$ cat config.mk
export PLATFORM = sky130hd
export DESIGN_NAME = gld_count
export DESIGN_NICKNAME = d
export VERILOG_FILES = /design/src/hw/rtl/genotype_ld_r2_macros.svh /design/src/hw/rtl/gld_pkg.sv /design/src/hw/rtl/gld_count.sv
export SDC_FILE = /design/constraint.sdc
export NUM_CORES = 1
export LEC_CHECK = 0
export BUFFER_PORTS_ARGS = -buffer_cell sky130_fd_sc_hd__buf_2
export CORE_AREA = 2 2 102 104
export DETAILED_ROUTE_END_ITERATION = 7
export DIE_AREA = 0 0 104 106
export GPL_TIMING_DRIVEN = 0
export PLACE_DENSITY = 0.79
export SYNTH_ARGS = -nofsm -noshare
export SYNTH_HDL_FRONTEND = slang
export SYNTH_SLANG_ARGS = --single-unit
$ cat constraint.sdc
create_clock -name clock -period 4.25 [get_ports clock]
set_clock_uncertainty 0.1 [all_clocks]
set_input_delay 0.85 -clock clock [delete_from_list [all_inputs] [get_ports clock]]
set_output_delay 0.85 -clock clock [all_outputs]
set_load 0.01 [all_outputs]
$ cat src/hw/rtl/genotype_ld_r2_macros.svh
// Assertion macros for the RTL file that checks itself.
`ifndef GENOTYPE_LD_R2_MACROS_SVH
`define GENOTYPE_LD_R2_MACROS_SVH

// Same-cycle implication.
`define GLD_ASSERT_IMP(name, clk, rst, ante, cons, msg) \
   name: assert property (@(posedge clk) disable iff (rst) (ante) |-> (cons)) \
      else $error(msg);

// Next-cycle implication.
`define GLD_ASSERT_NEXT(name, clk, rst, ante, cons, msg) \
   name: assert property (@(posedge clk) disable iff (rst) (ante) |=> (cons)) \
      else $error(msg);

`endif

$ cat src/hw/rtl/gld_pkg.sv
package gld_pkg;

   localparam int QF = 24;
   localparam int DEN_W = 25;

   localparam logic signed [31:0] Q_ONE  = 32'sd16777216;
   localparam logic signed [31:0] Q_EPS  = 32'sd16777;
   localparam logic signed [63:0] Q_HALF = 64'sd8388608;
   localparam logic signed [63:0] Q_TWO  = 64'sd33554432;
   localparam logic signed [63:0] Q_FOUR = 64'sd67108864;

   localparam logic [6:0] PCT_MAX = 7'd100;
   localparam logic [1:0] GENO_MISSING = 2'd3;

   localparam logic CSR_MIN_COV = 1'b0;
   localparam logic CSR_MIN_R2  = 1'b1;

   typedef enum logic [1:0] {
      STAT_OK,
      STAT_LOW_COV,
      STAT_FIXED,
      STAT_WEAK
   } status_type;

   typedef enum logic [1:0] {
      ALU_MUL,
      ALU_QMUL,
      ALU_DIV
   } alu_op_type;

   typedef struct packed {
      logic       start;
      alu_op_type op;
   } alu_req_type;

   typedef struct packed {
      logic       valid;
      logic [6:0] ld;
      logic [6:0] cov;
      status_type status;
   } result_type;

   typedef enum logic [2:0] {
      A_IDLE,
      A_PROD,
      A_DADJ,
      A_DIV,
      A_DSGN,
      A_DONE
   } alu_state_type;

   typedef enum logic [4:0] {
      S_IDLE,
      S_CHECK,
      S_P1,
      S_P2,
      S_PQ,
      S_CB_M,
      S_CB_D,
      S_CC_M1,
      S_CC_M2,
      S_CC_M3,
      S_CC_D,
      S_CD_M,
      S_CD_D,
      S_LO,
      S_HI,
      S_MID,
      S_X2,
      S_X3,
      S_BX2,
      S_CX,
      S_EVAL,
      S_V1,
      S_V2,
      S_VCHK,
      S_DD_M,
      S_R2A,
      S_R2B,
      S_FLOOR,
      S_FCHK,
      S_LD,
      S_COV,
      S_OUT
   } solver_state_type;

endpackage

$ cat src/hw/rtl/gld_count.sv
module gld_count #(
   parameter int MAX_SITES = 512,
   parameter int CNT_W     = 10
) (
   input  logic                       clock,
   input  logic                       reset,
   input  logic                       inc,
   input  logic                       clear,
   input  logic [1:0]                 geno_a,
   input  logic [1:0]                 geno_b,
   output logic [CNT_W-1:0]           site_count,
   output logic [CNT_W-1:0]           called_count,
   output logic [8:0][CNT_W-1:0]      pair_counts
);

   logic [CNT_W-1:0]      site_ff, site_in;
   logic [CNT_W-1:0]      called_ff, called_in;
   logic [8:0][CNT_W-1:0] pc_ff, pc_in;
   logic [3:0]            idx;
   logic                  called;
   logic                  take;

   assign idx    = 4'(geno_a) * 4'd3 + 4'(geno_b);
   assign called = (geno_a != gld_pkg::GENO_MISSING) && (geno_b != gld_pkg::GENO_MISSING);
   // drop sites once the run is full
   assign take   = inc && (site_ff < CNT_W'(MAX_SITES));

   always_comb begin
      site_in   = site_ff;
      called_in = called_ff;
      pc_in     = pc_ff;
      if (clear) begin
         site_in   = '0;
         called_in = '0;
         pc_in     = '0;
      end else if (take) begin
         site_in = site_ff + 1'b1;
         if (called) begin
            called_in = called_ff + 1'b1;
            for (int i = 0; i < 9; i++) begin
               if (idx == 4'(i)) begin
                  pc_in[i] = pc_ff[i] + 1'b1;
               end
            end
         end
      end
   end

   always_ff @(posedge clock) begin
      if (reset) begin
         site_ff   <= '0;
         called_ff <= '0;
         pc_ff     <= '0;
      end else begin
         site_ff   <= site_in;
         called_ff <= called_in;
         pc_ff     <= pc_in;
      end
   end

   assign site_count   = site_ff;
   assign called_count = called_ff;
   assign pair_counts  = pc_ff;

endmodule

Yosys cells after proc, flatten, opt, wreduce, memory -nomap -nowiden --
Index checks and enable logic that the tools add are counted.
Operators by class: equality and inequality tests 10, order comparisons 1, reduce and logical (&&, ||, !) cells 14, multipliers 1, add/sub/neg operators 12
Operator list (count):
- $add 10x1->10 const B | 11
- $reduce_and 3->1 | 9
- $eq 4x3->1 const B | 4
- $lt 10x10->1 const B | 1
- $eq 4x2->1 const B | 2
- $add 4x2->4 | 1
- $eq 4x1->1 const B | 1
- $eq 4x4->1 const B | 1
- $logic_not 4->1 | 1
- $mul 2x2->4 const B | 1
- $ne 2x2->1 const B | 2
- $logic_and 1x1->1 | 2
- $reduce_and 2->1 | 1
- $reduce_or 2->1 | 1
Word-level totals: word-level logic and storage cells 49, bits in registers 110, input port bits 8

Logic depth before layout (Yosys ltp) --
depth after elaboration 4, gate-level depth with buffers 9

Least setup slack after synthesis --
OpenSTA, ideal clock, no wires.
path type in2reg, from input geno_a[0], to register pc_ff, in the netlist pair_counts[89], setup slack 0.767 ns, required time 4.080 ns, buffers on the path 0, data arrival time 3.312 ns, stages 8, library setup time 0.070 ns, cells stage by stage fa_1 ha_1 inv_1 fa_1 nor4b_1 nand4_1 or4_1 a21oi_1
On the way: longest elaborated chain between the ends 4
Ends and longest elaborated chain:
- start: declaration | RTL line gld_count.sv:9 | input logic [1:0] geno_a,
- $mul 2x2->4 | RTL line gld_count.sv:23 | assign idx = 4'(geno_a) * 4'd3 + 4'(geno_b);
- $add 4x2->4 | RTL line gld_count.sv:23
- $eq 4x4->1 | RTL line gld_count.sv:41 | if (idx == 4'(i)) begin
- $reduce_and 3->1 (no source line) (*)
- end signal: assignment | RTL line gld_count.sv:57 | pc_ff <= pc_in;
- end: declaration | RTL line gld_count.sv:18 | logic [8:0][CNT_W-1:0] pc_ff, pc_in;
Mark *: on every way between the ends. The rest lies on a longest branch, timed or not. A chain may end at the register's enable or synchronous reset.

Worst setup path after layout --
Same ends and word-level chain as after synthesis.

==> metrics.md <==
| Metric | Value |
|---|---|
| Syn Nets | `629` |
| Post-synthesis cell area | `~5200 um^2` |
| Ys Warns | `0` |
| Maximum number of pins on one net before global-route repair | `19` |
| Slowest stage cell, crit path | `fa_1` |
| Area growth, synth to finish | `17.8%` |
| Crit-path max FO | `10` |
| Post-synth cell types | `43` |
| Post-route cell area | `~6000 um^2` |
| Asr flop ratio synth | `0%` |
| 1st-iter DRT viols | `between 200 and 250` |
| MaxCap Viol Count | `0` |
| Final Wtd Congestion | `0.828` |
| All-layer global routing usage | `23.9%` |
| Syn Inst Count | `around 600` |
| First-pass GRT wire length | `21.8 mm` |
| Fmax | `between 200 and 300 MHz` |
| H-tree levels | `3` |
| CTS Hold Bufs | `0` |
| PortBufs | `117` |
| Final Non-Filler Cells | `between 800 and 900` |
| Number of global-route vias before repair | `~4,600` |
| Slew Viols, Final | `0` |
| Main synth FF type | `dfxtp_1` |
| Slew headroom | `roughly half` |
| CTS tree | `yes` |
| Dpl hpwl | `9.88 mm` |
| Clock Latency Late Sink | `about 0.37 ns` |
| Core area | `10000 um^2` |
| Final hold violations | `0` |
| CTS max path bufs | `2` |
| Crit end category | `flop` |
| Initial antenna violation count | `0` |
| Hold/Removal Path Class | `flop to flop` |
| I/O pins | `118` |
| Post-route ant nets | `0` |
| Placed Area | `slightly below 6000 um^2` |
| Post-DR wirelength/cell | `approximately 15 um` |
| Initial core utilization | `between 50% and 60%` |
| Maximum vdd drop | `about 0.17 mV` |
| Critical Path RT | `4.45 ns` |
| WS Path Type | `input port to flop` |
| Pwr/cell area | `~280 nW/um^2` |
| EDFF count, synth | `0` |
| Critical path's largest stage delay | `between 0.6 and 0.7 ns` |
| Filler instances | `877` |
| Leak | `approximately 2.4 nW` |
| Die height | `about 110 um` |
| Grt total ovfl | `0` |
| DRC Markers | `0` |
| Yosys reg bits | `110` |
| Setup violators final | `0` |
| Fin crit period | `3.86 ns` |
| Final Cycle Share | `about nine tenths` |
| CTS root buf | `clkbuf_8` |
| RSZ-0062 raised after global routing | `no` |
| Layout cells sized above 1 | `about a fifth` |
| Cell mode on critical path | `fa_1` |
| Vias | `about 5,000` |
| Data arrival, critical path | `roughly 4 ns` |
| Placed cells | `858` |
| Clk pin slew, worst setup/hold paths | `about 0.1 ns` |
| Top-area cell type share of the netlist area | `42.3%` |
| Status | `completed` |
| Vias per cell | `between 5 and 6` |
| Measured slew at the worst slew-check pin | `0.740 ns` |
| Ant. Diodes | `0` |
| Final #Nets | `approximately 760` |
| Pre-antenna DRT Iters | `5` |
| Sequential share of the synthesized area | `42.3%` |
| Post-cts sizing count | `0` |
| CP Launch Type | `input port` |
| CP delay by family, top | `simple AND/OR/NAND/NOR gates` |
| Post-CTS Setup Repair Bufs | `0` |
| WL final | `roughly 14 mm` |
| Setup TNS | `0 ns` |
| Worst-path cell chain | `buf_2, fa_1, ha_1, inv_1, fa_1, nor4b_1, nand4_1, or4_1, a21oi_1` |
| Post-Syn Area per Cell | `approximately 8.6 um^2` |
| DIE WIDTH | `104 um` |
| CP bufs+invs | `2` |
| Cell taking the most area after synthesis | `dfxtp_1` |
| Die ar. | `11,000 um^2` |
| Synth area leaders | `dfxtp_1 42%, a21oi_1 6.3%, or3_1 5.6%, o21ai_0 4.8%, nand4_1 4.3%` |
| FP Rows | `37` |
| Num CTS Buffers | `9` |
| Clock Sinks | `110` |
## worst min-delay path, stage by stage (launching register included)
cell     delay, ns
dfxtp_1       0.33
o31ai_1       0.06
a21oi_1       0.05
## cells by family after synthesis
family | after synthesis | synth area share, %
DFF | 110 | 42.3
AOI/OAI and AO/OA | 133 | 13.7
and+or+nand+nor | 262 | 29.4
xor gates and xnor gates | 32 | 5.38
adders and majority gates | 16 | 4.13
buffers and inverters | 42 | 3.15
muxes | 10 | 1.92
## through the flow
step | utilization, % | setup slack, ns | hold WS, ns | power, mW
3_5_place_dp | 59.7 | 0.0736 | 0.369 | 1.18
6_report | 61.4 | 0.393 | 0.380 | 1.75
4_1_cts | 61.4 | 0.453 | 0.383 | 1.75
5_1_grt | 61.4 | 0.174 | 0.419 | 1.81
2_1_floorplan | - | 0.767 | 0.396 | 1.14
3_3_place_gp | 59.7 | 0.178 | 0.360 | 1.18
## cell usage after synthesis, drive strengths merged (4+ instances only)
master,instances
nor3b,5
nand3,22
clkbuf,20
nor3,4
nand2,34
xnor2,20
a31o,5
or3,47
dfxtp,110
o21ai,50
nor4,5
and4,14
xor2,12
or4,10
ha,14
nor2,51
inv,18
a21oi,66
and3,4
o31ai,8
buf,4
nand4,36
and2,6
mux2i,10
nand4b,6
## final timing paths
check	start	endpoint	slack, ns	cells past startpoint
max	geno_a[0]	pair_counts[89]	0.39	9
min	pair_counts[49]	pair_counts[49]	0.38	2
max reg2reg	site_count[9]	pair_counts[19]	2.20	6
min reg2reg	pair_counts[49]	pair_counts[49]	0.38	2
## registers in the layout (all words and copies together), names as in the netlist
| signal | count |
|---|---|
| site_count | 10 |
| called_count | 10 |
| pair_counts | 90 |
## cell type report
type / instances / area [um^2] / share of cell area (%)
clock buffers: 10 / 128 / 2.08
plain buffers: 24 / 96.3 / 1.57
repair buffers: 117 / 586 / 9.54
clock inverters: 6 / 45.0 / 0.734
inverters: 18 / 67.6 / 1.10
flip-flops and latches: 110 / 2200 / 35.9
multi-input cells: 453 / 2840 / 46.3
well taps: 136 / 170 / 2.77
## layout by cell type, fill, tap and decap left out, types with 3 or more instances in the layout
| master | instances |
|---|---|
| buf_2 | 121 |
| dfxtp_1 | 110 |
| a21oi_1 | 66 |
| nor2_1 | 51 |
| o21ai_0 | 50 |
| or3_1 | 47 |
| nand4_1 | 36 |
| nand2_1 | 34 |
| nand3_1 | 22 |
| clkbuf_1 | 20 |
| xnor2_1 | 20 |
| inv_1 | 18 |
| and4_1 | 14 |
| ha_1 | 14 |
| xor2_1 | 12 |
| mux2i_1 | 10 |
| or4_1 | 9 |
| clkbuf_8 | 9 |
| o31ai_1 | 8 |
| and2_1 | 6 |
| nand4b_1 | 6 |
| a31o_2 | 5 |
| and3_1 | 4 |
| nor3_1 | 4 |
| nand3b_1 | 3 |
| nor3b_1 | 3 |
| and3b_1 | 3 |
| and4b_1 | 3 |
| nor4_1 | 3 |
## metal layers
| metal | wire (um) | vias to the layer above | GRT usage (%) |
|---|---|---|---|
| met2 | 6680 | 112 | 42.0 |
| met3 | 842 | 14 | 5.27 |
| met1 | 5810 | 2395 | 28.5 |
| met5 | 0 | - | 0 |
| li1 | - | 2482 | - |
| met4 | 193 | 0 | 9.46 |
## report_power, final
| part | total, mW | leakage, nW | internal [mW] | switching [mW] |
|---|---|---|---|---|
| combinational | 0.123 | 1.41 | 0.0362 | 0.0872 |
| sequential | 1.04 | 0.886 | 1.03 | 0.00309 |
| clock | 0.586 | 0.0910 | 0.218 | 0.368 |
No activity file was read; power rests on OpenSTA's default activity.
