File: src/hw/rtl/genotype_ld_r2_macros.svh
// Assertion macros for the RTL file that checks itself.
`ifndef GENOTYPE_LD_R2_MACROS_SVH
`define GENOTYPE_LD_R2_MACROS_SVH

// Same-cycle implication.
`define GLD_ASSERT_IMP(name, clk, rst, ante, cons, msg) \
   name: assert property (@(posedge clk) disable iff (rst) (ante) |-> (cons)) \
      else $error(msg);

// Next-cycle implication.
`define GLD_ASSERT_NEXT(name, clk, rst, ante, cons, msg) \
   name: assert property (@(posedge clk) disable iff (rst) (ante) |=> (cons)) \
      else $error(msg);

`endif

File: src/hw/rtl/gld_pkg.sv
package gld_pkg;

   localparam int QF = 24;
   localparam int DEN_W = 25;

   localparam logic signed [31:0] Q_ONE  = 32'sd16777216;
   localparam logic signed [31:0] Q_EPS  = 32'sd16777;
   localparam logic signed [63:0] Q_HALF = 64'sd8388608;
   localparam logic signed [63:0] Q_TWO  = 64'sd33554432;
   localparam logic signed [63:0] Q_FOUR = 64'sd67108864;

   localparam logic [6:0] PCT_MAX = 7'd100;
   localparam logic [1:0] GENO_MISSING = 2'd3;

   localparam logic CSR_MIN_COV = 1'b0;
   localparam logic CSR_MIN_R2  = 1'b1;

   typedef enum logic [1:0] {
      STAT_OK,
      STAT_LOW_COV,
      STAT_FIXED,
      STAT_WEAK
   } status_type;

   typedef enum logic [1:0] {
      ALU_MUL,
      ALU_QMUL,
      ALU_DIV
   } alu_op_type;

   typedef struct packed {
      logic       start;
      alu_op_type op;
   } alu_req_type;

   typedef struct packed {
      logic       valid;
      logic [6:0] ld;
      logic [6:0] cov;
      status_type status;
   } result_type;

   typedef enum logic [2:0] {
      A_IDLE,
      A_PROD,
      A_DADJ,
      A_DIV,
      A_DSGN,
      A_DONE
   } alu_state_type;

   typedef enum logic [4:0] {
      S_IDLE,
      S_CHECK,
      S_P1,
      S_P2,
      S_PQ,
      S_CB_M,
      S_CB_D,
      S_CC_M1,
      S_CC_M2,
      S_CC_M3,
      S_CC_D,
      S_CD_M,
      S_CD_D,
      S_LO,
      S_HI,
      S_MID,
      S_X2,
      S_X3,
      S_BX2,
      S_CX,
      S_EVAL,
      S_V1,
      S_V2,
      S_VCHK,
      S_DD_M,
      S_R2A,
      S_R2B,
      S_FLOOR,
      S_FCHK,
      S_LD,
      S_COV,
      S_OUT
   } solver_state_type;

endpackage

File: src/hw/rtl/gld_alu.sv
module gld_alu (
   input  logic                 clock,
   input  logic                 reset,
   input  gld_pkg::alu_req_type req,
   input  logic signed [63:0]   opa,
   input  logic signed [31:0]   opb,
   output logic                 done,
   output logic signed [63:0]   result
);

   gld_pkg::alu_state_type    state_ff, state_in;
   gld_pkg::alu_op_type       op_ff;
   logic signed [63:0]        prod_ff;
   logic signed [63:0]        res_ff;
   logic [63:0]               dvd_ff;
   logic [gld_pkg::DEN_W-1:0] den_ff;
   logic [gld_pkg::DEN_W-1:0] rem_ff;
   logic [5:0]                cnt_ff;
   logic                      neg_ff;

   logic signed [31:0]        opa_lo;
   logic signed [63:0]        prod_c;
   logic [63:0]               mag_c;
   logic signed [63:0]        rnd_c;
   logic [gld_pkg::DEN_W:0]   rem_sh;
   logic [gld_pkg::DEN_W:0]   rem_sub;
   logic                      ge;

   always_comb begin
      opa_lo  = opa[31:0];
      prod_c  = opa_lo * opb;
      mag_c   = opa[63] ? 64'(-opa) : 64'(opa);
      // ties away from zero: bias toward zero by one on the negative side
      rnd_c   = (prod_ff + (prod_ff[63] ? gld_pkg::Q_HALF - 64'sd1 : gld_pkg::Q_HALF))
                >>> gld_pkg::QF;
      rem_sh  = {rem_ff, dvd_ff[63]};
      ge      = rem_sh >= {1'b0, den_ff};
      rem_sub = ge ? rem_sh - {1'b0, den_ff} : rem_sh;
   end

   always_comb begin
      state_in = state_ff;
      unique case (state_ff)
         gld_pkg::A_IDLE: begin
            if (req.start) begin
               state_in = (req.op == gld_pkg::ALU_DIV) ? gld_pkg::A_DADJ : gld_pkg::A_PROD;
            end
         end
         gld_pkg::A_PROD: state_in = gld_pkg::A_DONE;
         gld_pkg::A_DADJ: state_in = gld_pkg::A_DIV;
         gld_pkg::A_DIV: begin
            if (cnt_ff == 6'd63) begin
               state_in = gld_pkg::A_DSGN;
            end
         end
         gld_pkg::A_DSGN: state_in = gld_pkg::A_DONE;
         gld_pkg::A_DONE: state_in = gld_pkg::A_IDLE;
         default:         state_in = gld_pkg::A_IDLE;
      endcase
   end

   always_comb begin
      done   = (state_ff == gld_pkg::A_DONE);
      result = res_ff;
   end

   always_ff @(posedge clock) begin
      if (reset) begin
         state_ff <= gld_pkg::A_IDLE;
      end else begin
         state_ff <= state_in;
      end
   end

   always_ff @(posedge clock) begin
      case (state_ff)
         gld_pkg::A_IDLE: begin
            if (req.start) begin
               op_ff   <= req.op;
               prod_ff <= prod_c;
               neg_ff  <= opa[63];
               dvd_ff  <= mag_c;
               den_ff  <= opb[gld_pkg::DEN_W-1:0];
            end
         end
         gld_pkg::A_PROD: begin
            res_ff <= (op_ff == gld_pkg::ALU_QMUL) ? rnd_c : prod_ff;
         end
         gld_pkg::A_DADJ: begin
            // add half the divisor for round to nearest
            dvd_ff <= dvd_ff + 64'(den_ff >> 1);
            rem_ff <= '0;
            cnt_ff <= '0;
         end
         gld_pkg::A_DIV: begin
            dvd_ff <= {dvd_ff[62:0], ge};
            rem_ff <= rem_sub[gld_pkg::DEN_W-1:0];
            cnt_ff <= cnt_ff + 6'd1;
         end
         gld_pkg::A_DSGN: begin
            res_ff <= neg_ff ? -$signed(dvd_ff) : $signed(dvd_ff);
         end
         default: ;
      endcase
   end

endmodule

File: config.mk
export PLATFORM = sky130hd
export DESIGN_NAME = gld_alu
export DESIGN_NICKNAME = d
export VERILOG_FILES = /design/src/hw/rtl/genotype_ld_r2_macros.svh /design/src/hw/rtl/gld_pkg.sv /design/src/hw/rtl/gld_alu.sv
export SDC_FILE = /design/constraint.sdc
export NUM_CORES = 2
export LEC_CHECK = 0
export ABC_AREA = 1
export ABC_CLOCK_PERIOD_IN_PS = 7600
export BUFFER_PORTS_ARGS = -buffer_cell sky130_fd_sc_hd__buf_2
export CAP_MARGIN = 20
export CELL_PAD_IN_SITES_DETAIL_PLACEMENT = 1
export CELL_PAD_IN_SITES_GLOBAL_PLACEMENT = 1
export CORE_MARGIN = 10
export CORE_UTILIZATION = 44
export CTS_BUF_LIST = sky130_fd_sc_hd__clkbuf_16
export DETAILED_ROUTE_END_ITERATION = 16
export PLACE_DENSITY_LB_ADDON = 0.1
export SETUP_SLACK_MARGIN = 0.15
export SYNTH_ARGS = -nofsm -noshare
export SYNTH_HDL_FRONTEND = slang
export SYNTH_SLANG_ARGS = --single-unit
export TNS_END_PERCENT = 20
File: constraint.sdc
create_clock -name clock -period 7.6 [get_ports clock]
set_input_delay 0.76 -clock clock [delete_from_list [all_inputs] [get_ports clock]]
set_output_delay 0.76 -clock clock [all_outputs]
set_load 0.005 [all_outputs]
# Yosys cells after proc, flatten, opt, wreduce, memory -nomap -nowiden
# Cells that the tools add are included.
[word_totals] reg_bits=254 input_bits=101 out_inout_bits=65 wordCells=49
[op_classes] add_sub_neg=6 n_mul=1 n_lt_le_gt_ge=1 eq_ne=10 n_mux=14 n_reduce_logical=8
[op_table] operator="$mux 64" n=4
[op_table] operator="$pmux 64 s3" n=1
[op_table] operator="$neg 64->64" n=2
[op_table] operator="$pmux 64 s2" n=1
[op_table] operator="$add 64x24->64" n=1
[op_table] operator="$add 64x25->64" n=1
[op_table] operator="$mul 32x32->64" n=1
[op_table] operator="$pmux 25 s2" n=1
[op_table] operator="$ge 26x25->1" n=1
[op_table] operator="$mux 25" n=1
[op_table] operator="$sub 25x25->25" n=1
[op_table] operator="$mux 24" n=1
[op_table] operator="$pmux 3 s4" n=1
[op_table] operator="$pmux 6 s2" n=1
[op_table] operator="$add 6x1->6 const B" n=1
[op_table] operator="$eq 3x2->1 const B" n=2
[op_table] operator="$eq 3x3->1 const B" n=2
[op_table] operator="$eq 6x6->1 const B" n=1
[op_table] operator="$mux 3" n=2
[op_table] operator="$reduce_and 2->1" n=3
[op_table] operator="$ne 2x2->1 const B" n=2
[op_table] operator="$reduce_bool 2->1" n=2
[op_table] operator="$eq 3x1->1 const B" n=1
[op_table] operator="$logic_not 3->1" n=1
[op_table] operator="5 further kinds" n=5

# Depth between registers and ports, before layout
[depth] depth_word=4 mapped_depth=33 depth_no_buf=31

# Worst setup path after synthesis
# No wires, ideal clock.
[synth_timing] path_type="input to register" start="input opa[31]" end="register prod_ff[56], data pin" setup_time_ps=252 arrival_ps=7610 required_ps=7348 setup_slack_ps=-262 path_stages=29 n_path_buf=2 cell_sequence="clkbuf_1 clkbuf_1 nand2_1 inv_1 fa_1 inv_1 fa_1 inv_1 fa_1 fa_1 inv_1 fa_1 inv_1 fa_1 inv_1 fa_1 inv_1 fa_1 ha_1 nand2_1 nor2_1 inv_1 nor2_1 nand2_1 inv_1 nand2_1 or2_2 nand3_1 nand2_1"
[synth_between] elab_chain_len=1
[synth_rtl] item="start: declaration" line_no="gld_alu.sv:5" text="input logic signed [63:0] opa,"
[synth_rtl] item="$mul 32x32->64" line_no="gld_alu.sv:31" text="prod_c = opa_lo * opb;"
[synth_rtl] item="net prod_c[56]" line_no="gld_alu.sv:22" text="logic signed [63:0] prod_c;"
[synth_rtl] item="end signal: assignment" line_no="gld_alu.sv:80" text="prod_ff <= prod_c;"
[synth_rtl] item="end: declaration" line_no="gld_alu.sv:13" text="logic signed [63:0] prod_ff;"
# The timed path passes the listed nets, and every way through them passes these cells.
# A chain may end at the register's enable or synchronous reset.

# Worst setup path after layout
[layout_timing] start="input opa[17]" end="register prod_ff[46], data pin"
# Same word-level chain as after synthesis.

==> flow_summary.toml <==
[yosys]
syn_nets = 9749
synth_seq_area_share_pct = 12.5
yosysWarnings = 0
yosysTopAreaCell = "fa_1"
yosys_register_bits = 254
synth_top_area_share_pct = 35.7
synth_cells = 8305
synth_area_mm2 = 0.0608
synth_area_leaders = "fa_1 (36%), nand2_1 (14%), inv_1 (13%)"
synth_cell_type_count = 50
avgSynthCellArea_um2 = 7.32

[cts]
cts_hold_buffers = 0
cts_max_path_buffers = 3
cts_tree = "built"
insertion_delay_ns = 0.60
h-tree-depth = 2
clkTransAtPathRegs_ns = 0.07
clock_tree.root_cell = "clkbuf_16"
cts_inserted_buffers = 35
cts.sinks = 254

[drt]
drc = 0
num_vias = 57056
via_per_inst = 5.40
wl_um = 260000
drt_iter0_markers = 3897
dr.pass1.iters = 5
antenna_left = 0
avgRoutedWirePerCell_um = 24.7

[sta]
clock_skew_ns = 0.0403
fmax_ghz = 0.136
worst_slew_pin_slew_ns = 0.998
finalMaxSlewViolations = 0
setup_viol = 0
slew_headroom_pct = 33.5
fin_crit_sh_pct = 96.5
rsz0062_at_grt = "yes"
period_minus_slack_ns = 7.34
hold_viol_final = 0

[cells_and_area]
final_layout_size_suffix_gt1_share_pct = 10.2
final_cell_area_mm2 = 0.0690
fin_nets = 10182
final_common_cell = "nand2_1"
layout_common_cells = "nand2_1 (2206), inv_1 (2041), fa_1 (1078)"
area_growth_pct = 13.5

[floorplan]
placeableCoreArea_mm2 = 0.137
die_x_um = 392
start_util_pct = 44.3
die_h_um = 392
die-area_mm2 = 0.154
row_count = 136
ios = 166

[status]
status = "finished, final reports clean"

[setup_path]
crit_buf_inv = 4
worstSetupPathType = "in2reg"
r2r_end = "result[3]"
endpoint_kind = "register"
max_stage_delay_ns = 0.56
cp-start-kind = "input port"
crit_start = "opa[17]"
path_delay_family = "adder cells"
crit_end = "prod_ff[46]"
ff2ff_setup_slack_ns = 3.54
cp_slowest_cell = "fa_1"
cp.depth = 20
cp.required_ns = 7.92
crit_chain = "buf_2 -> buf_4 -> buf_4 -> nand2_1 -> fa_1 -> inv_1 -> fa_1 -> fa_1 -> fa_1 -> fa_1 -> fa_1 -> fa_1 -> fa_1 -> ha_1 -> a21o_1 -> a31oi_1 -> o21ai_1 -> o21bai_1 -> nand3b_1 -> xor2_1"
arrival_ns = 7.65
r2r-start = "prod_ff[63]"
cp_common_cell = "fa_1"
rr_worst_depth = 10
cp_max_fo = 17

[placed_design]
portBuffers = 165
dpl.hpwl_um = 225000
placed_area_mm2 = 0.0676
gp_congestion = 0.965

[global_routing]
grt_max_degree = 67
overflow = 0
grt_first_pass_wirelength_um = 392000
antenna_found_initial = 10
grt_pass1_vias = 62947
grt_usage_pct = 33.9

[run]
cap_violations = 0

[worst_hold_path]
worst_hold_path_type = "in2reg"
hp-start = "reset"
flip-flops by register name, indices dropped and copies added, names as in the netlist:
register  cells
state_ff      3
op_ff         2
prod_ff      64
dvd_ff       64
rem_ff       25
neg_ff        1
cnt_ff        6
result       64
den_ff       25
layer usage:
layer  share of wire [%]  global-route usage (%)
met1                  40                    41.6
met2                  49                    58.6
met3                 5.9                    4.90
met4                 5.7                    16.1
met5               0.025                       0
metrics by stage:
step                hold WS [ns]  setup slack, ns  std cells  TNS [ns]  utilization (%)
floorplan                  0.555            0.140       8305         0                -
global placement           0.585           -0.542      10492     -6.32             49.2
detailed placement         0.590           -0.514      10493     -8.95             49.2
CTS                        0.322            0.180      10557         0             50.2
global route               0.350           0.0996      10560         0             50.3
finish                     0.350            0.264      10563         0             50.3
cells in the mapped netlist, drive strengths merged:
| cell | number |
|---|---|
| nor4 | 18 |
| nor2b | 1 |
| nor3 | 75 |
| o22ai | 1 |
| a31oi | 13 |
| nor3b | 5 |
| o21bai | 29 |
| o211ai | 37 |
| and3 | 10 |
| nand2 | 2225 |
| xnor2 | 32 |
| o32ai | 1 |
| inv | 2057 |
| o221ai | 3 |
| ha | 259 |
| a22oi | 5 |
| fa | 1084 |
| or2 | 19 |
| dfxtp | 3 |
| nand3b | 23 |
| nand3 | 437 |
| xor2 | 79 |
| edfxtp | 251 |
| a21o | 11 |
| a21boi | 8 |
| a21oi | 278 |
| o21ai | 296 |
| nand4 | 107 |
| buf | 51 |
| nor2 | 617 |
| clkbuf | 259 |
| o31ai | 3 |
| o21a | 8 |
cell families (layout without fill, tap and decap cells):
logic type,after synthesis,count (layout),share of synthesized area (%)
XOR/XNOR,111,111,1.60
adder cells (fa/ha/maj),1343,1343,41.0
other,0,4,0
buffers and inverters,2367,2827,14.7
AND/OR/NAND/NOR,3537,3537,24.0
flip-flops,254,254,12.5
AO/OA/AOI/OAI,693,693,6.25
repair_timing:
| item | CTS | global route |
|---|---|---|
| pin swaps | 0 | 5 |
| setup endpoints to repair | 1 | 29 |
| resized for setup | 1 | 45 |
| setup buffers | 0 | 2 |
final cells by class:
| type | instances | area (µm²) |
|---|---|---|
| well taps | 1794 | 2240 |
| fillers | 17463 | 68300 |
| repair buffers | 706 | 5670 |
| diodes | 4 | 10.0 |
| clock buffers | 36 | 901 |
| flip-flops and latches | 254 | 7600 |
| inverters | 2057 | 7730 |
| multi-input cells | 5684 | 44500 |
| clock inverters | 28 | 382 |
worst min-delay path by stage:
stage | to | cells after the start
CTS | state_ff[0] | 2
detailed placement | cnt_ff[0] | 1
global route | op_ff[0] | 1
global placement | cnt_ff[0] | 1
floorplan | result[0] | 2
finish | state_ff[0] | 2
Power is not shown: default switching activity piles up to over one toggle a cycle in this logic, so the estimate is an artifact.
