File: config.mk
export PLATFORM = sky130hd
export DESIGN_NAME = gld_solve
export DESIGN_NICKNAME = d
export VERILOG_FILES = /design/src/hw/rtl/genotype_ld_r2_macros.svh /design/src/hw/rtl/gld_pkg.sv /design/src/hw/rtl/gld_solve.sv
export SDC_FILE = /design/constraint.sdc
export NUM_CORES = 2
export LEC_CHECK = 0
export ABC_CLOCK_PERIOD_IN_PS = 10400
export BUFFER_PORTS_ARGS = -buffer_cell sky130_fd_sc_hd__buf_2
export CORE_UTILIZATION = 30
export DETAILED_ROUTE_END_ITERATION = 12
export SYNTH_ARGS = -nofsm -noshare
export SYNTH_HDL_FRONTEND = slang
export SYNTH_SLANG_ARGS = --single-unit
File: constraint.sdc
create_clock -name clock -period 10.4 [get_ports clock]
set_clock_uncertainty 0.05 [all_clocks]
set_input_delay 1.56 -clock clock [delete_from_list [all_inputs] [get_ports clock]]
set_output_delay 1.56 -clock clock [all_outputs]
set_load 0.02 [all_outputs]
File: src/hw/rtl/genotype_ld_r2_macros.svh
// Assertion macros for the RTL file that checks itself.
`ifndef GENOTYPE_LD_R2_MACROS_SVH
`define GENOTYPE_LD_R2_MACROS_SVH

// Same-cycle implication.
`define GLD_ASSERT_IMP(name, clk, rst, ante, cons, msg) \
   name: assert property (@(posedge clk) disable iff (rst) (ante) |-> (cons)) \
      else $error(msg);

// Next-cycle implication.
`define GLD_ASSERT_NEXT(name, clk, rst, ante, cons, msg) \
   name: assert property (@(posedge clk) disable iff (rst) (ante) |=> (cons)) \
      else $error(msg);

`endif

File: src/hw/rtl/gld_pkg.sv
package gld_pkg;

   localparam int QF = 24;
   localparam int DEN_W = 25;

   localparam logic signed [31:0] Q_ONE  = 32'sd16777216;
   localparam logic signed [31:0] Q_EPS  = 32'sd16777;
   localparam logic signed [63:0] Q_HALF = 64'sd8388608;
   localparam logic signed [63:0] Q_TWO  = 64'sd33554432;
   localparam logic signed [63:0] Q_FOUR = 64'sd67108864;

   localparam logic [6:0] PCT_MAX = 7'd100;
   localparam logic [1:0] GENO_MISSING = 2'd3;

   localparam logic CSR_MIN_COV = 1'b0;
   localparam logic CSR_MIN_R2  = 1'b1;

   typedef enum logic [1:0] {
      STAT_OK,
      STAT_LOW_COV,
      STAT_FIXED,
      STAT_WEAK
   } status_type;

   typedef enum logic [1:0] {
      ALU_MUL,
      ALU_QMUL,
      ALU_DIV
   } alu_op_type;

   typedef struct packed {
      logic       start;
      alu_op_type op;
   } alu_req_type;

   typedef struct packed {
      logic       valid;
      logic [6:0] ld;
      logic [6:0] cov;
      status_type status;
   } result_type;

   typedef enum logic [2:0] {
      A_IDLE,
      A_PROD,
      A_DADJ,
      A_DIV,
      A_DSGN,
      A_DONE
   } alu_state_type;

   typedef enum logic [4:0] {
      S_IDLE,
      S_CHECK,
      S_P1,
      S_P2,
      S_PQ,
      S_CB_M,
      S_CB_D,
      S_CC_M1,
      S_CC_M2,
      S_CC_M3,
      S_CC_D,
      S_CD_M,
      S_CD_D,
      S_LO,
      S_HI,
      S_MID,
      S_X2,
      S_X3,
      S_BX2,
      S_CX,
      S_EVAL,
      S_V1,
      S_V2,
      S_VCHK,
      S_DD_M,
      S_R2A,
      S_R2B,
      S_FLOOR,
      S_FCHK,
      S_LD,
      S_COV,
      S_OUT
   } solver_state_type;

endpackage

File: src/hw/rtl/gld_solve.sv
module gld_solve #(
   parameter int CNT_W        = 10,
   parameter int BISECT_STEPS = 10
) (
   input  logic                    clock,
   input  logic                    reset,
   input  logic                    start,
   input  logic                    slot_free,
   input  logic [CNT_W-1:0]        site_count,
   input  logic [CNT_W-1:0]        called_count,
   input  logic [8:0][CNT_W-1:0]   pair_counts,
   input  logic [6:0]              min_cov,
   input  logic [6:0]              min_r2,
   input  logic                    alu_done,
   input  logic signed [63:0]      alu_res,
   output gld_pkg::alu_req_type    alu_req,
   output logic signed [63:0]      alu_a,
   output logic signed [31:0]      alu_b,
   output gld_pkg::result_type     result,
   output logic                    idle
);

   localparam int NUM_W = CNT_W + 1;
   localparam int KW    = $clog2(BISECT_STEPS + 1);

   gld_pkg::solver_state_type state_ff, state_in;
   gld_pkg::status_type       status_ff;
   logic                      wait_ff;
   logic [NUM_W-1:0]          s_ff, n22_ff;
   logic signed [31:0]        p1_ff, p2_ff, t_ff, pq_ff, cb_ff, cc_ff, cd_ff;
   logic signed [31:0]        lo_ff, hi_ff, mid_ff, x2_ff, dd_ff, v1_ff, v2_ff, r2_ff;
   logic signed [63:0]        tmp_ff, acc_ff;
   logic [KW-1:0]             k_ff;
   logic [6:0]                ld_ff, cov_ff;

   logic [NUM_W-1:0]          r0, r1, c0, c1, num1_c, num2_c, s_c, n2;
   logic [CNT_W+1:0]          n4;
   logic [NUM_W-1:0]          tot2;
   logic [NUM_W:0]            sn;
   logic [CNT_W+6:0]          cov_lhs, cov_rhs;
   logic                      cov_low, fixed, narrow, bad_v, r2_low;
   logic signed [32:0]        mid_sum;
   logic signed [63:0]        r_val, floor_lim;
   logic signed [31:0]        q_sum;
   logic                      op_state;

   always_comb begin
      r0      = NUM_W'(pair_counts[0]) + NUM_W'(pair_counts[1]) + NUM_W'(pair_counts[2]);
      r1      = NUM_W'(pair_counts[3]) + NUM_W'(pair_counts[4]) + NUM_W'(pair_counts[5]);
      c0      = NUM_W'(pair_counts[0]) + NUM_W'(pair_counts[3]) + NUM_W'(pair_counts[6]);
      c1      = NUM_W'(pair_counts[1]) + NUM_W'(pair_counts[4]) + NUM_W'(pair_counts[7]);
      num1_c  = (r0 << 1) + r1;
      num2_c  = (c0 << 1) + c1;
      s_c     = (NUM_W'(pair_counts[0]) << 1) + NUM_W'(pair_counts[1])
                + NUM_W'(pair_counts[3]);
      n2      = {called_count, 1'b0};
      n4      = {called_count, 2'b00};
      tot2    = {site_count, 1'b0};
      sn      = (NUM_W+1)'(n22_ff) + ((NUM_W+1)'(s_ff) << 1);
      cov_lhs = (CNT_W+7)'(called_count) * (CNT_W+7)'(gld_pkg::PCT_MAX);
      cov_rhs = (CNT_W+7)'(min_cov) * (CNT_W+7)'(site_count);
      cov_low = (called_count == '0) || (site_count == '0) || (cov_lhs < cov_rhs);
      fixed   = (num1_c == '0) || (num1_c == n2) || (num2_c == '0) || (num2_c == n2);
      mid_sum = 33'(lo_ff) + 33'(hi_ff);
      narrow  = (hi_ff - lo_ff) < gld_pkg::Q_EPS;
      r_val   = acc_ff + 64'(cd_ff);
      bad_v   = (v1_ff <= 32'sd0) || (v2_ff <= 32'sd0);
      floor_lim = $signed({33'd0, min_r2, 24'd0});
      r2_low  = tmp_ff < floor_lim;
      q_sum   = gld_pkg::Q_ONE - p1_ff - p2_ff;
   end

   // next state
   always_comb begin
      state_in = state_ff;
      unique case (state_ff)
         gld_pkg::S_IDLE:  if (start) state_in = gld_pkg::S_CHECK;
         gld_pkg::S_CHECK: state_in = (cov_low || fixed) ? gld_pkg::S_OUT : gld_pkg::S_P1;
         gld_pkg::S_P1:    if (alu_done) state_in = gld_pkg::S_P2;
         gld_pkg::S_P2:    if (alu_done) state_in = gld_pkg::S_PQ;
         gld_pkg::S_PQ:    if (alu_done) state_in = gld_pkg::S_CB_M;
         gld_pkg::S_CB_M:  if (alu_done) state_in = gld_pkg::S_CB_D;
         gld_pkg::S_CB_D:  if (alu_done) state_in = gld_pkg::S_CC_M1;
         gld_pkg::S_CC_M1: if (alu_done) state_in = gld_pkg::S_CC_M2;
         gld_pkg::S_CC_M2: if (alu_done) state_in = gld_pkg::S_CC_M3;
         gld_pkg::S_CC_M3: if (alu_done) state_in = gld_pkg::S_CC_D;
         gld_pkg::S_CC_D:  if (alu_done) state_in = gld_pkg::S_CD_M;
         gld_pkg::S_CD_M:  if (alu_done) state_in = gld_pkg::S_CD_D;
         gld_pkg::S_CD_D:  if (alu_done) state_in = gld_pkg::S_LO;
         gld_pkg::S_LO:    if (alu_done) state_in = gld_pkg::S_HI;
         gld_pkg::S_HI:    if (alu_done) state_in = gld_pkg::S_MID;
         gld_pkg::S_MID: begin
            state_in = (narrow || (k_ff == KW'(BISECT_STEPS))) ? gld_pkg::S_V1 : gld_pkg::S_X2;
         end
         gld_pkg::S_X2:    if (alu_done) state_in = gld_pkg::S_X3;
         gld_pkg::S_X3:    if (alu_done) state_in = gld_pkg::S_BX2;
         gld_pkg::S_BX2:   if (alu_done) state_in = gld_pkg::S_CX;
         gld_pkg::S_CX:    if (alu_done) state_in = gld_pkg::S_EVAL;
         gld_pkg::S_EVAL:  state_in = (r_val == 64'sd0) ? gld_pkg::S_V1 : gld_pkg::S_MID;
         gld_pkg::S_V1:    if (alu_done) state_in = gld_pkg::S_V2;
         gld_pkg::S_V2:    if (alu_done) state_in = gld_pkg::S_VCHK;
         gld_pkg::S_VCHK:  state_in = bad_v ? gld_pkg::S_OUT : gld_pkg::S_DD_M;
         gld_pkg::S_DD_M:  if (alu_done) state_in = gld_pkg::S_R2A;
         gld_pkg::S_R2A:   if (alu_done) state_in = gld_pkg::S_R2B;
         gld_pkg::S_R2B:   if (alu_done) state_in = gld_pkg::S_FLOOR;
         gld_pkg::S_FLOOR: if (alu_done) state_in = gld_pkg::S_FCHK;
         gld_pkg::S_FCHK:  state_in = r2_low ? gld_pkg::S_OUT : gld_pkg::S_LD;
         gld_pkg::S_LD:    if (alu_done) state_in = gld_pkg::S_COV;
         gld_pkg::S_COV:   if (alu_done) state_in = gld_pkg::S_OUT;
         gld_pkg::S_OUT:   if (slot_free) state_in = gld_pkg::S_IDLE;
         default:          state_in = gld_pkg::S_IDLE;
      endcase
   end

   // outputs: operands of the shared unit and the finished result
   always_comb begin
      op_state   = 1'b1;
      alu_req.op = gld_pkg::ALU_MUL;
      alu_a      = '0;
      alu_b      = '0;
      unique case (state_ff)
         gld_pkg::S_P1: begin
            alu_req.op = gld_pkg::ALU_DIV;
            alu_a = $signed(64'(num1_c)) <<< gld_pkg::QF;
            alu_b = $signed(32'(n2));
         end
         gld_pkg::S_P2: begin
            alu_req.op = gld_pkg::ALU_DIV;
            alu_a = $signed(64'(num2_c)) <<< gld_pkg::QF;
            alu_b = $signed(32'(n2));
         end
         gld_pkg::S_PQ: begin
            alu_req.op = gld_pkg::ALU_QMUL;
            alu_a = 64'(p1_ff);
            alu_b = p2_ff;
         end
         gld_pkg::S_CB_M: begin
            alu_a = $signed(64'(n2));
            alu_b = t_ff;
         end
         gld_pkg::S_CB_D, gld_pkg::S_CC_D, gld_pkg::S_CD_D: begin
            alu_req.op = gld_pkg::ALU_DIV;
            alu_a = tmp_ff;
            alu_b = $signed(32'(n4));
         end
         gld_pkg::S_CC_M1: begin
            alu_a = $signed(64'(n2));
            alu_b = pq_ff;
         end
         gld_pkg::S_CC_M2: begin
            alu_a = $signed(64'(n22_ff));
            alu_b = q_sum;
         end
         gld_pkg::S_CC_M3: begin
            alu_a = $signed(64'(s_ff));
            alu_b = t_ff;
         end
         gld_pkg::S_CD_M: begin
            alu_a = 64'(pq_ff);
            alu_b = $signed(32'(s_ff));
         end
         gld_pkg::S_LO: begin
            alu_req.op = gld_pkg::ALU_DIV;
            alu_a = $signed(64'(s_ff)) <<< gld_pkg::QF;
            alu_b = $signed(32'(n2));
         end
         gld_pkg::S_HI: begin
            alu_req.op = gld_pkg::ALU_DIV;
            alu_a = $signed(64'(sn - (NUM_W+1)'(s_ff))) <<< gld_pkg::QF;
            alu_b = $signed(32'(n2));
         end
         gld_pkg::S_X2: begin
            alu_req.op = gld_pkg::ALU_QMUL;
            alu_a = 64'(mid_ff);
            alu_b = mid_ff;
         end
         gld_pkg::S_X3: begin
            alu_req.op = gld_pkg::ALU_QMUL;
            alu_a = 64'(x2_ff);
            alu_b = mid_ff;
         end
         gld_pkg::S_BX2: begin
            alu_req.op = gld_pkg::ALU_QMUL;
            alu_a = 64'(cb_ff);
            alu_b = x2_ff;
         end
         gld_pkg::S_CX: begin
            alu_req.op = gld_pkg::ALU_QMUL;
            alu_a = 64'(cc_ff);
            alu_b = mid_ff;
         end
         gld_pkg::S_V1: begin
            alu_req.op = gld_pkg::ALU_QMUL;
            alu_a = 64'(p1_ff);
            alu_b = gld_pkg::Q_ONE - p1_ff;
         end
         gld_pkg::S_V2: begin
            alu_req.op = gld_pkg::ALU_QMUL;
            alu_a = 64'(p2_ff);
            alu_b = gld_pkg::Q_ONE - p2_ff;
         end
         gld_pkg::S_DD_M: begin
            alu_a = 64'(dd_ff);
            alu_b = dd_ff;
         end
         gld_pkg::S_R2A: begin
            alu_req.op = gld_pkg::ALU_DIV;
            alu_a = tmp_ff;
            alu_b = v1_ff;
         end
         gld_pkg::S_R2B: begin
            alu_req.op = gld_pkg::ALU_DIV;
            alu_a = 64'(r2_ff) <<< gld_pkg::QF;
            alu_b = v2_ff;
         end
         gld_pkg::S_FLOOR: begin
            alu_a = 64'(r2_ff);
            alu_b = 32'sd100;
         end
         gld_pkg::S_LD: begin
            // rounded r2 times 100 back to an integer
            alu_req.op = gld_pkg::ALU_QMUL;
            alu_a = 64'(r2_ff);
            alu_b = 32'sd100;
         end
         gld_pkg::S_COV: begin
            alu_req.op = gld_pkg::ALU_DIV;
            alu_a = $signed(64'(called_count)) * 64'sd200;
            alu_b = $signed(32'(tot2));
         end
         default: op_state = 1'b0;
      endcase
      alu_req.start = op_state && !wait_ff;
      result.valid  = (state_ff == gld_pkg::S_OUT);
      result.ld     = ld_ff;
      result.cov    = cov_ff;
      result.status = status_ff;
      idle          = (state_ff == gld_pkg::S_IDLE);
   end

   always_ff @(posedge clock) begin
      if (reset) begin
         state_ff <= gld_pkg::S_IDLE;
         wait_ff  <= 1'b0;
      end else begin
         state_ff <= state_in;
         if (alu_req.start) begin
            wait_ff <= 1'b1;
         end else if (alu_done) begin
            wait_ff <= 1'b0;
         end
      end
   end

   // capture results of the shared unit and the solver's own working values
   always_ff @(posedge clock) begin
      case (state_ff)
         gld_pkg::S_CHECK: begin
            s_ff   <= s_c;
            n22_ff <= NUM_W'(pair_counts[4]);
            ld_ff  <= '0;
            cov_ff <= '0;
            status_ff <= cov_low ? gld_pkg::STAT_LOW_COV :
                         fixed   ? gld_pkg::STAT_FIXED   : gld_pkg::STAT_OK;
         end
         gld_pkg::S_P1: if (alu_done) p1_ff <= alu_res[31:0];
         gld_pkg::S_P2: begin
            if (alu_done) begin
               p2_ff <= alu_res[31:0];
               t_ff  <= gld_pkg::Q_ONE - (p1_ff <<< 1) - (alu_res[31:0] <<< 1);
            end
         end
         gld_pkg::S_PQ:    if (alu_done) pq_ff <= alu_res[31:0];
         gld_pkg::S_CB_M:  if (alu_done) tmp_ff <= alu_res - ($signed(64'(sn)) <<< gld_pkg::QF);
         gld_pkg::S_CB_D:  if (alu_done) cb_ff <= alu_res[31:0];
         gld_pkg::S_CC_M1: if (alu_done) tmp_ff <= alu_res;
         gld_pkg::S_CC_M2, gld_pkg::S_CC_M3: if (alu_done) tmp_ff <= tmp_ff - alu_res;
         gld_pkg::S_CC_D:  if (alu_done) cc_ff <= alu_res[31:0];
         gld_pkg::S_CD_M:  if (alu_done) tmp_ff <= -alu_res;
         gld_pkg::S_CD_D:  if (alu_done) cd_ff <= alu_res[31:0];
         gld_pkg::S_LO:    if (alu_done) lo_ff <= alu_res[31:0];
         gld_pkg::S_HI: begin
            if (alu_done) begin
               hi_ff <= alu_res[31:0];
               k_ff  <= '0;
            end
         end
         gld_pkg::S_MID:   mid_ff <= mid_sum[32:1];
         gld_pkg::S_X2:    if (alu_done) x2_ff <= alu_res[31:0];
         gld_pkg::S_X3:    if (alu_done) acc_ff <= alu_res;
         gld_pkg::S_BX2, gld_pkg::S_CX: if (alu_done) acc_ff <= acc_ff + alu_res;
         gld_pkg::S_EVAL: begin
            // keep the lower half when the cubic is positive
            if (r_val != 64'sd0) begin
               if (r_val > 64'sd0) begin
                  hi_ff <= mid_ff;
               end else begin
                  lo_ff <= mid_ff;
               end
               k_ff <= k_ff + 1'b1;
            end
         end
         gld_pkg::S_V1:    if (alu_done) v1_ff <= alu_res[31:0];
         gld_pkg::S_V2:    if (alu_done) v2_ff <= alu_res[31:0];
         gld_pkg::S_VCHK: begin
            dd_ff <= mid_ff - pq_ff;
            if (bad_v) status_ff <= gld_pkg::STAT_FIXED;
         end
         gld_pkg::S_DD_M:  if (alu_done) tmp_ff <= alu_res;
         gld_pkg::S_R2A: begin
            if (alu_done) begin
               r2_ff <= (alu_res > gld_pkg::Q_FOUR) ? gld_pkg::Q_FOUR[31:0] : alu_res[31:0];
            end
         end
         gld_pkg::S_R2B: begin
            if (alu_done) begin
               r2_ff <= (alu_res > gld_pkg::Q_TWO) ? gld_pkg::Q_TWO[31:0] : alu_res[31:0];
            end
         end
         gld_pkg::S_FLOOR: if (alu_done) tmp_ff <= alu_res;
         gld_pkg::S_FCHK:  if (r2_low) status_ff <= gld_pkg::STAT_WEAK;
         gld_pkg::S_LD: begin
            if (alu_done) begin
               ld_ff <= (alu_res > 64'sd100) ? gld_pkg::PCT_MAX : alu_res[6:0];
            end
         end
         gld_pkg::S_COV:   if (alu_done) cov_ff <= alu_res[6:0];
         default: ;
      endcase
   end

endmodule

# After elaboration in Yosys (flattened, before gate mapping)
# Cells that the tools add are included.
dict set report word_totals {
  register_bits 655
  input_bits 193
  output_inout_bits 117
  wordCells 264
}
dict set report op_classes {
  addsub 28
  n_mul 3
  n_lt_le_gt_ge 9
  eq_ne 69
  n_mux 71
  reduce_logical 59
}
# op count
set ops {}
lappend ops {{$pmux W64 S19} 1}
lappend ops {{$pmux W32 S16} 1}
lappend ops {{$mux W64} 5}
lappend ops {{$mux W32} 9}
lappend ops {{$pmux W64 S4} 1}
lappend ops {{$pmux W32 S2} 3}
lappend ops {{$pmux W5 S32} 1}
lappend ops {{$mux W5} 29}
lappend ops {{$pmux W64 S2} 1}
lappend ops {{$sub A32 B32 Y32} 4}
lappend ops {{$eq A5 B5 Y1 const B} 16}
lappend ops {{$ne A2 B2 Y1 const B} 34}
lappend ops {{$add A64 B32 Y64} 1}
lappend ops {{$add A64 B64 Y64} 1}
lappend ops {{$gt A64 B1 Y1 const B} 1}
lappend ops {{$gt A64 B27 Y1 const B} 1}
lappend ops {{$gt A64 B28 Y1 const B} 1}
lappend ops {{$gt A64 B8 Y1 const B} 1}
lappend ops {{$le A32 B1 Y1 const B} 2}
lappend ops {{$logic_not A64 Y1} 1}
lappend ops {{$lt A64 B32 Y1} 1}
lappend ops {{$neg A64 Y64} 1}
lappend ops {{$reduce_bool A64 Y1} 1}
lappend ops {{$sub A26 B32 Y32 const A} 2}
lappend ops {{other kinds (51)} 120}

# Depth between registers and ports, before layout
dict set report depth {
  word_depth 10
  depth_mapped 31
  mapped_depth_nobuf 30
}

# Least setup slack after synthesis
# No wires, ideal clock.
dict set report synth_path {
  kind {input to register}
  startpoint {input min_cov[6]}
  endpoint {register state_ff[4]}
  arrival_ps 7534
  setup_slack_ps 2701
  cell_stages 30
  n_path_buf 1
  path_cell_list {clkbuf_1 nand2_1 fa_1 fa_1 inv_1 fa_1 inv_1 fa_1 inv_1 ha_1 a21boi_0 o21ai_0 a21boi_0 o21ai_0 a21oi_1 o21ai_0 a21oi_1 o21ai_0 a21oi_1 mux2i_1 o311ai_0 ha_1 and4_1 o221ai_1 a21o_1 a31oi_1 a21boi_0 a221oi_1 o21ai_0 and2_1}
}
dict set report synth_via {
  elab_chain_cells 6
}
# item line_no
set synth_lines {}
lappend synth_lines {{from (decl)} gld_solve.sv:12} ;# input logic [6:0] min_cov,
lappend synth_lines {{$mul A7 B10 Y17} gld_solve.sv:61} ;# cov_rhs = (CNT_W+7)'(min_cov) * (CNT_W+7)'(site_count);
lappend synth_lines {{$lt A17 B17 Y1} gld_solve.sv:62} ;# cov_low = (called_count == '0) || (site_count == '0) || (cov_lhs < cov_rhs);
lappend synth_lines {{$logic_or A1 B1 Y1} gld_solve.sv:62}
lappend synth_lines {{$logic_or A1 B1 Y1} gld_solve.sv:78} ;# gld_pkg::S_CHECK: state_in = (cov_low || fixed) ? gld_pkg::S_OUT : gld_pkg::S_P1;
lappend synth_lines {{$mux W5} gld_solve.sv:78}
lappend synth_lines {{$pmux W5 S32} gld_solve.sv:76} ;# unique case (state_ff)
lappend synth_lines {{to (signal assigned)} gld_solve.sv:243} ;# state_ff <= gld_pkg::S_IDLE;
lappend synth_lines {{to (signal assigned)} gld_solve.sv:246} ;# state_ff <= state_in;
lappend synth_lines {{to (decl)} gld_solve.sv:26} ;# gld_pkg::solver_state_type state_ff, state_in;
# Every way passes these cells.
# A chain may end at the register's enable or synchronous reset.

# Worst setup path after layout
dict set report layout_path {
  startpoint {register state_ff[4]}
  endpoint {output alu_b[31]}
}
dict set report layout_via {
  elab_chain_cells 3
  word_cells_on_any_way 31
}
# item line_no
set layout_lines {}
lappend layout_lines {{$eq A5 B4 Y1 (tied with other cells)} gld_solve.sv:121} ;# unique case (state_ff)
lappend layout_lines {{$reduce_or A4 Y1 (no line) (tied with other cells)} --}
lappend layout_lines {{$pmux W32 S16 (*)} gld_solve.sv:121}
lappend layout_lines {{to (decl)} gld_solve.sv:18} ;# output logic signed [31:0] alu_b,
# Every way passes the cells marked *; elsewhere a longest branch is shown, timed or not.

==> metrics.csv <==
stage,metric,value,unit
logic_synthesis,cell area after technology mapping,57910,um^2
cells_and_area,Fill cells,19724,
logic_synthesis,cell count after synthesis,6357,
min_path,worst min path class,flip-flop to flip-flop,
clock_network,# H-tree levels,3,
clock_network,TritonCTS buffer count,75,
detailed_routing,average routed wire per standard cell,28.01,um
global_route,number of antenna violations at the first check in global routing,37,
timing,final period utilization,88.05,%
global_route,number of global-route vias before repair,51524,
place,area post-placement,62590,um^2
detailed_routing,remaining number of nets flagged by the antenna check after routing,0,
worst_setup_path,critical register-to-register path startpoint,cd_ff[31]$_DFFE_PP_,
cells_and_area,Final nets,7430,
worst_setup_path,Setup crit start,state_ff[4]$_SDFFE_PP0P_,
worst_setup_path,slowest library cell on the worst path,o311ai_0,
logic_synthesis,YS warnings,0,
status,result of the run,finished clean,
worst_setup_path,buffers plus inverters on the worst setup path,2,
cells_and_area,Area growth syn-to-layout,12.68,%
timing,Max-slew headroom,16.14,%
clock_network,"Hold-fix buffers, CTS",0,
worst_setup_path,critical path class,flip-flop to primary output,
worst_setup_path,Crit Path Max Fanout,8,
worst_setup_path,sort of element at the end of the critical path,primary output,
detailed_routing,vias per cell,5.992,
timing,unrepaired setup endpoints after global routing,false,
cells_and_area,final instance count without filler cells,9153,
logic_synthesis,number of nets in the synthesized netlist,7222,
detailed_routing,remaining design rule violation count,0,
logic_synthesis,count of cell types in the netlist,89,
detailed_routing,routed vias,54849,
worst_setup_path,stage delay of the slowest cell on the critical path,820,ps
logic_synthesis,fraction of the yosys area taken by sequential cells,33.81,%
pwr,worst supply voltage drop on vdd,120.1,uV
global_route,largest net degree at the start of global routing,69,
die,core region area,191000,um^2
global_route,gr ovfl total,0,
worst_setup_path,endpoint required time on the critical path,8790,ps
clock_network,Sinks on Clock Net,654,
place,number of port buffers,299,
place,post-placement cell count,8999,
logic_synthesis,number of synthesized register bits,654,
worst_setup_path,instance count on the critical path,19,
place,routability congestion estimate from global placement,1.024,
logic_synthesis,average cell area after synthesis,9.109,um^2
die,cell row count,160,
pwr,power density relative to cell area,187.9,nW/um^2
clock_network,Root Driver,clkbuf_16,
worst_setup_path,cells traversed along the worst timing path,nor2b_1 -> nand3_1 -> and2_1 -> ha_1 -> nor2b_1 -> o21a_1 -> o21ai_0 -> a211oi_1 -> o21ai_0 -> a21oi_1 -> o311ai_0 -> and3_1 -> o41ai_1 -> a21oi_1 -> xor2_1 -> xnor2_1 -> o31ai_1 -> buf_4 -> buf_2,
clock_network,CTS tree,yes,
clock_network,clock latency of the later-clocked register in the worst-skew pair,740,ps
clock_network,buffer depth of the longest clock path,3,
detailed_routing,Total Routed Length,256300,um
timing,final critical path time including I/O delays and setup,9158,ps
timing,Slew Limit Fails,0,
worst_setup_path,worst r2r path cells,15,
worst_setup_path,Worst setup SP type,flip-flop,
worst_setup_path,crit-path leading delay family,compound AO/OA/AOI/OAI gates,
pwr,standby leakage power,26.19,nW
place,HPWL after DPL,197100,um
timing,final number of hold-violating endpoints,0,
timing,setup TNS,0,ps
min_path,beginning of the worst hold path,wait_ff$_SDFFE_PP0P_,
global_route,global-route wire length before repair,360800,um
timing,number of setup violations in the final report,0,
die,vertical extent of the die,441.3,um
detailed_routing,drt first-iter violations,7359,
global_route,total global routing track utilization,25.36,%
clock_network,clock transition time at the flip-flop clock pins of the worst setup and hold paths,70,ps
die,IO Pins,310,
min_path,WHS Path Cells,2,
die,Starting Density,30.32,%
die,Die Area,194800,um^2
logic_synthesis,share of synthesized registers carrying an async set or reset,0,%
cells_and_area,fraction of final layout cells sized beyond drive strength 1,9.446,%
logic_synthesis,"EDFF count, synth",648,
timing,Max Freq,109.2,MHz
clock_network,count of buffers added by post-CTS timing repair for setup,0,
cells_and_area,design area,65250,um^2
timing,slew of the pin with the lowest slew margin,1253,ps
flow_run,number of violations of the max-capacitance limit,0,
detailed_routing,DR pass1 iterations,9,
logic_synthesis,predominant post-synthesis flop cell,edfxtp_1,
worst_setup_path,crit path DAT,7550,ps
clock_network,post-CTS resize count,0,
die,width of the die,441.3,um
[logic make-up (layout without fill, tap and decap cells)]
family | count (synthesis) | count (layout) | synth area share [%]
other cells | 0 | 15 | 0
xor+xnor | 417 | 417 | 6.355
compound gates | 1996 | 1996 | 23.05
simple gates | 1765 | 1765 | 14.72
fa+ha+maj | 672 | 672 | 16.14
buf+inv | 819 | 1089 | 5.313
flops | 654 | 654 | 33.81
mux | 34 | 34 | 0.6072
[through the flow]
stage	power (mW)	setup slack (ps)	hold slack [ps]	utilization (%)
floorplan	7.179	2701	407.7	-
global placement	9.153	1412	423.2	32.77
detailed placement	9.221	1471	441.2	32.77
CTS	12.13	1531	458.3	34.15
global route	12.80	1275	492.4	34.15
finish	12.26	1242	462.6	34.17
[per-layer routing]
layer | track usage, % | vias to the layer above | routed length (um)
met5 | 0 | - | 54
met3 | 6.285 | 729 | 29000
met2 | 38.71 | 3384 | 111100
met1 | 32.23 | 26549 | 97810
met4 | 15.34 | 8 | 18350
li1 | - | 24179 | -
[tightest hold or removal path, delay by kind of cell (launching register included)]
kind / cells / cell delay [ps]
flip-flops: 1 / 330
AND/OR/NAND/NOR: 1 / 80
AO/OA/AOI/OAI: 1 / 60
[sequential cells by signal, summed over array words and instances (netlist names), 7 cells and up]
signal,flops
cd_ff,32
p2_ff,32
mid_ff,32
cb_ff,32
n22_ff,10
tmp_ff,64
t_ff,31
dd_ff,32
lo_ff,32
p1_ff,32
hi_ff,32
acc_ff,64
x2_ff,32
pq_ff,32
v1_ff,32
s_ff,11
cov_ff,7
v2_ff,32
ld_ff,7
cc_ff,32
r2_ff,32
[area by class of cell]
| cell class | count | area [um^2] | share of cell area, % |
|---|---|---|---|
| tap | 2511 | 3142 | 4.815 |
| clock inverter | 47 | 683.2 | 1.047 |
| inverter | 540 | 2027 | 3.106 |
| clock buffer | 92 | 1941 | 2.974 |
| timing repair buffer | 410 | 2330 | 3.570 |
| sequential | 654 | 19580 | 30.01 |
| multi-input combinational | 4884 | 35510 | 54.42 |
| antenna | 15 | 37.54 | 0.05753 |
[placed cells by master (no fill, tap or decap), drive strengths merged, types with 86 or more instances in the layout]
cell	Yosys	routed
edfxtp	648	648
ha	547	547
inv	538	538
nand2	508	508
a21oi	507	507
nor2	412	412
buf	23	410
o21ai	397	397
xnor2	287	287
a21o	179	179
nor3	174	174
nand3	132	132
xor2	128	128
fa	125	125
nand4	112	112
a22oi	102	102
o21bai	97	97
a221oi	97	97
clkbuf	256	92
and2	86	86
[report_power, final]
part	switching, mW	internal (mW)
registers	0.252	3.19
clock network	1.28	1.63
logic	3.79	2.12
total	5.32	6.94
[cells in the mapped netlist (all sizes together) (25+ instances only)]
master   instances  area [um^2]
o21a            49        367.9
a21o           179         1344
xor2           128         1121
o2111ai         31        271.5
a221o           43        430.4
fa             125         2502
nand4          112        700.7
o21bai          97        728.2
a22oi          102        765.7
and2            86        538.0
edfxtp         648        19460
a221oi          97        849.6
o22ai           29        181.4
o21ai          397         1987
o211ai          44        330.3
nor4            63        394.1
clkbuf         256        960.9
a31oi           41        256.5
o221ai          40        350.3
inv            538         2019
nand2b          60        375.4
or2             26        165.2
nor2b           44        275.3
nor2           412         1551
mux2i           25        250.2
a222oi          48        480.5
a21oi          507         2537
or3             44        285.3
and3            41        256.5
nand2          508         1909
nand3          132        665.6
nor3           174        887.1
ha             547         6844
o31ai           44        330.3
xnor2          287         2514
a22o            52        455.4
a211oi          42        315.3
[final timing paths]
path,end,slack (ps)
min,wait_ff$_SDFFE_PP0P_,460
min reg2reg,wait_ff$_SDFFE_PP0P_,460
max reg2reg,hi_ff[1]$_DFFE_PP_,4020
max,alu_b[31],1240
Note: power is estimated with default switching activity, not from simulation.
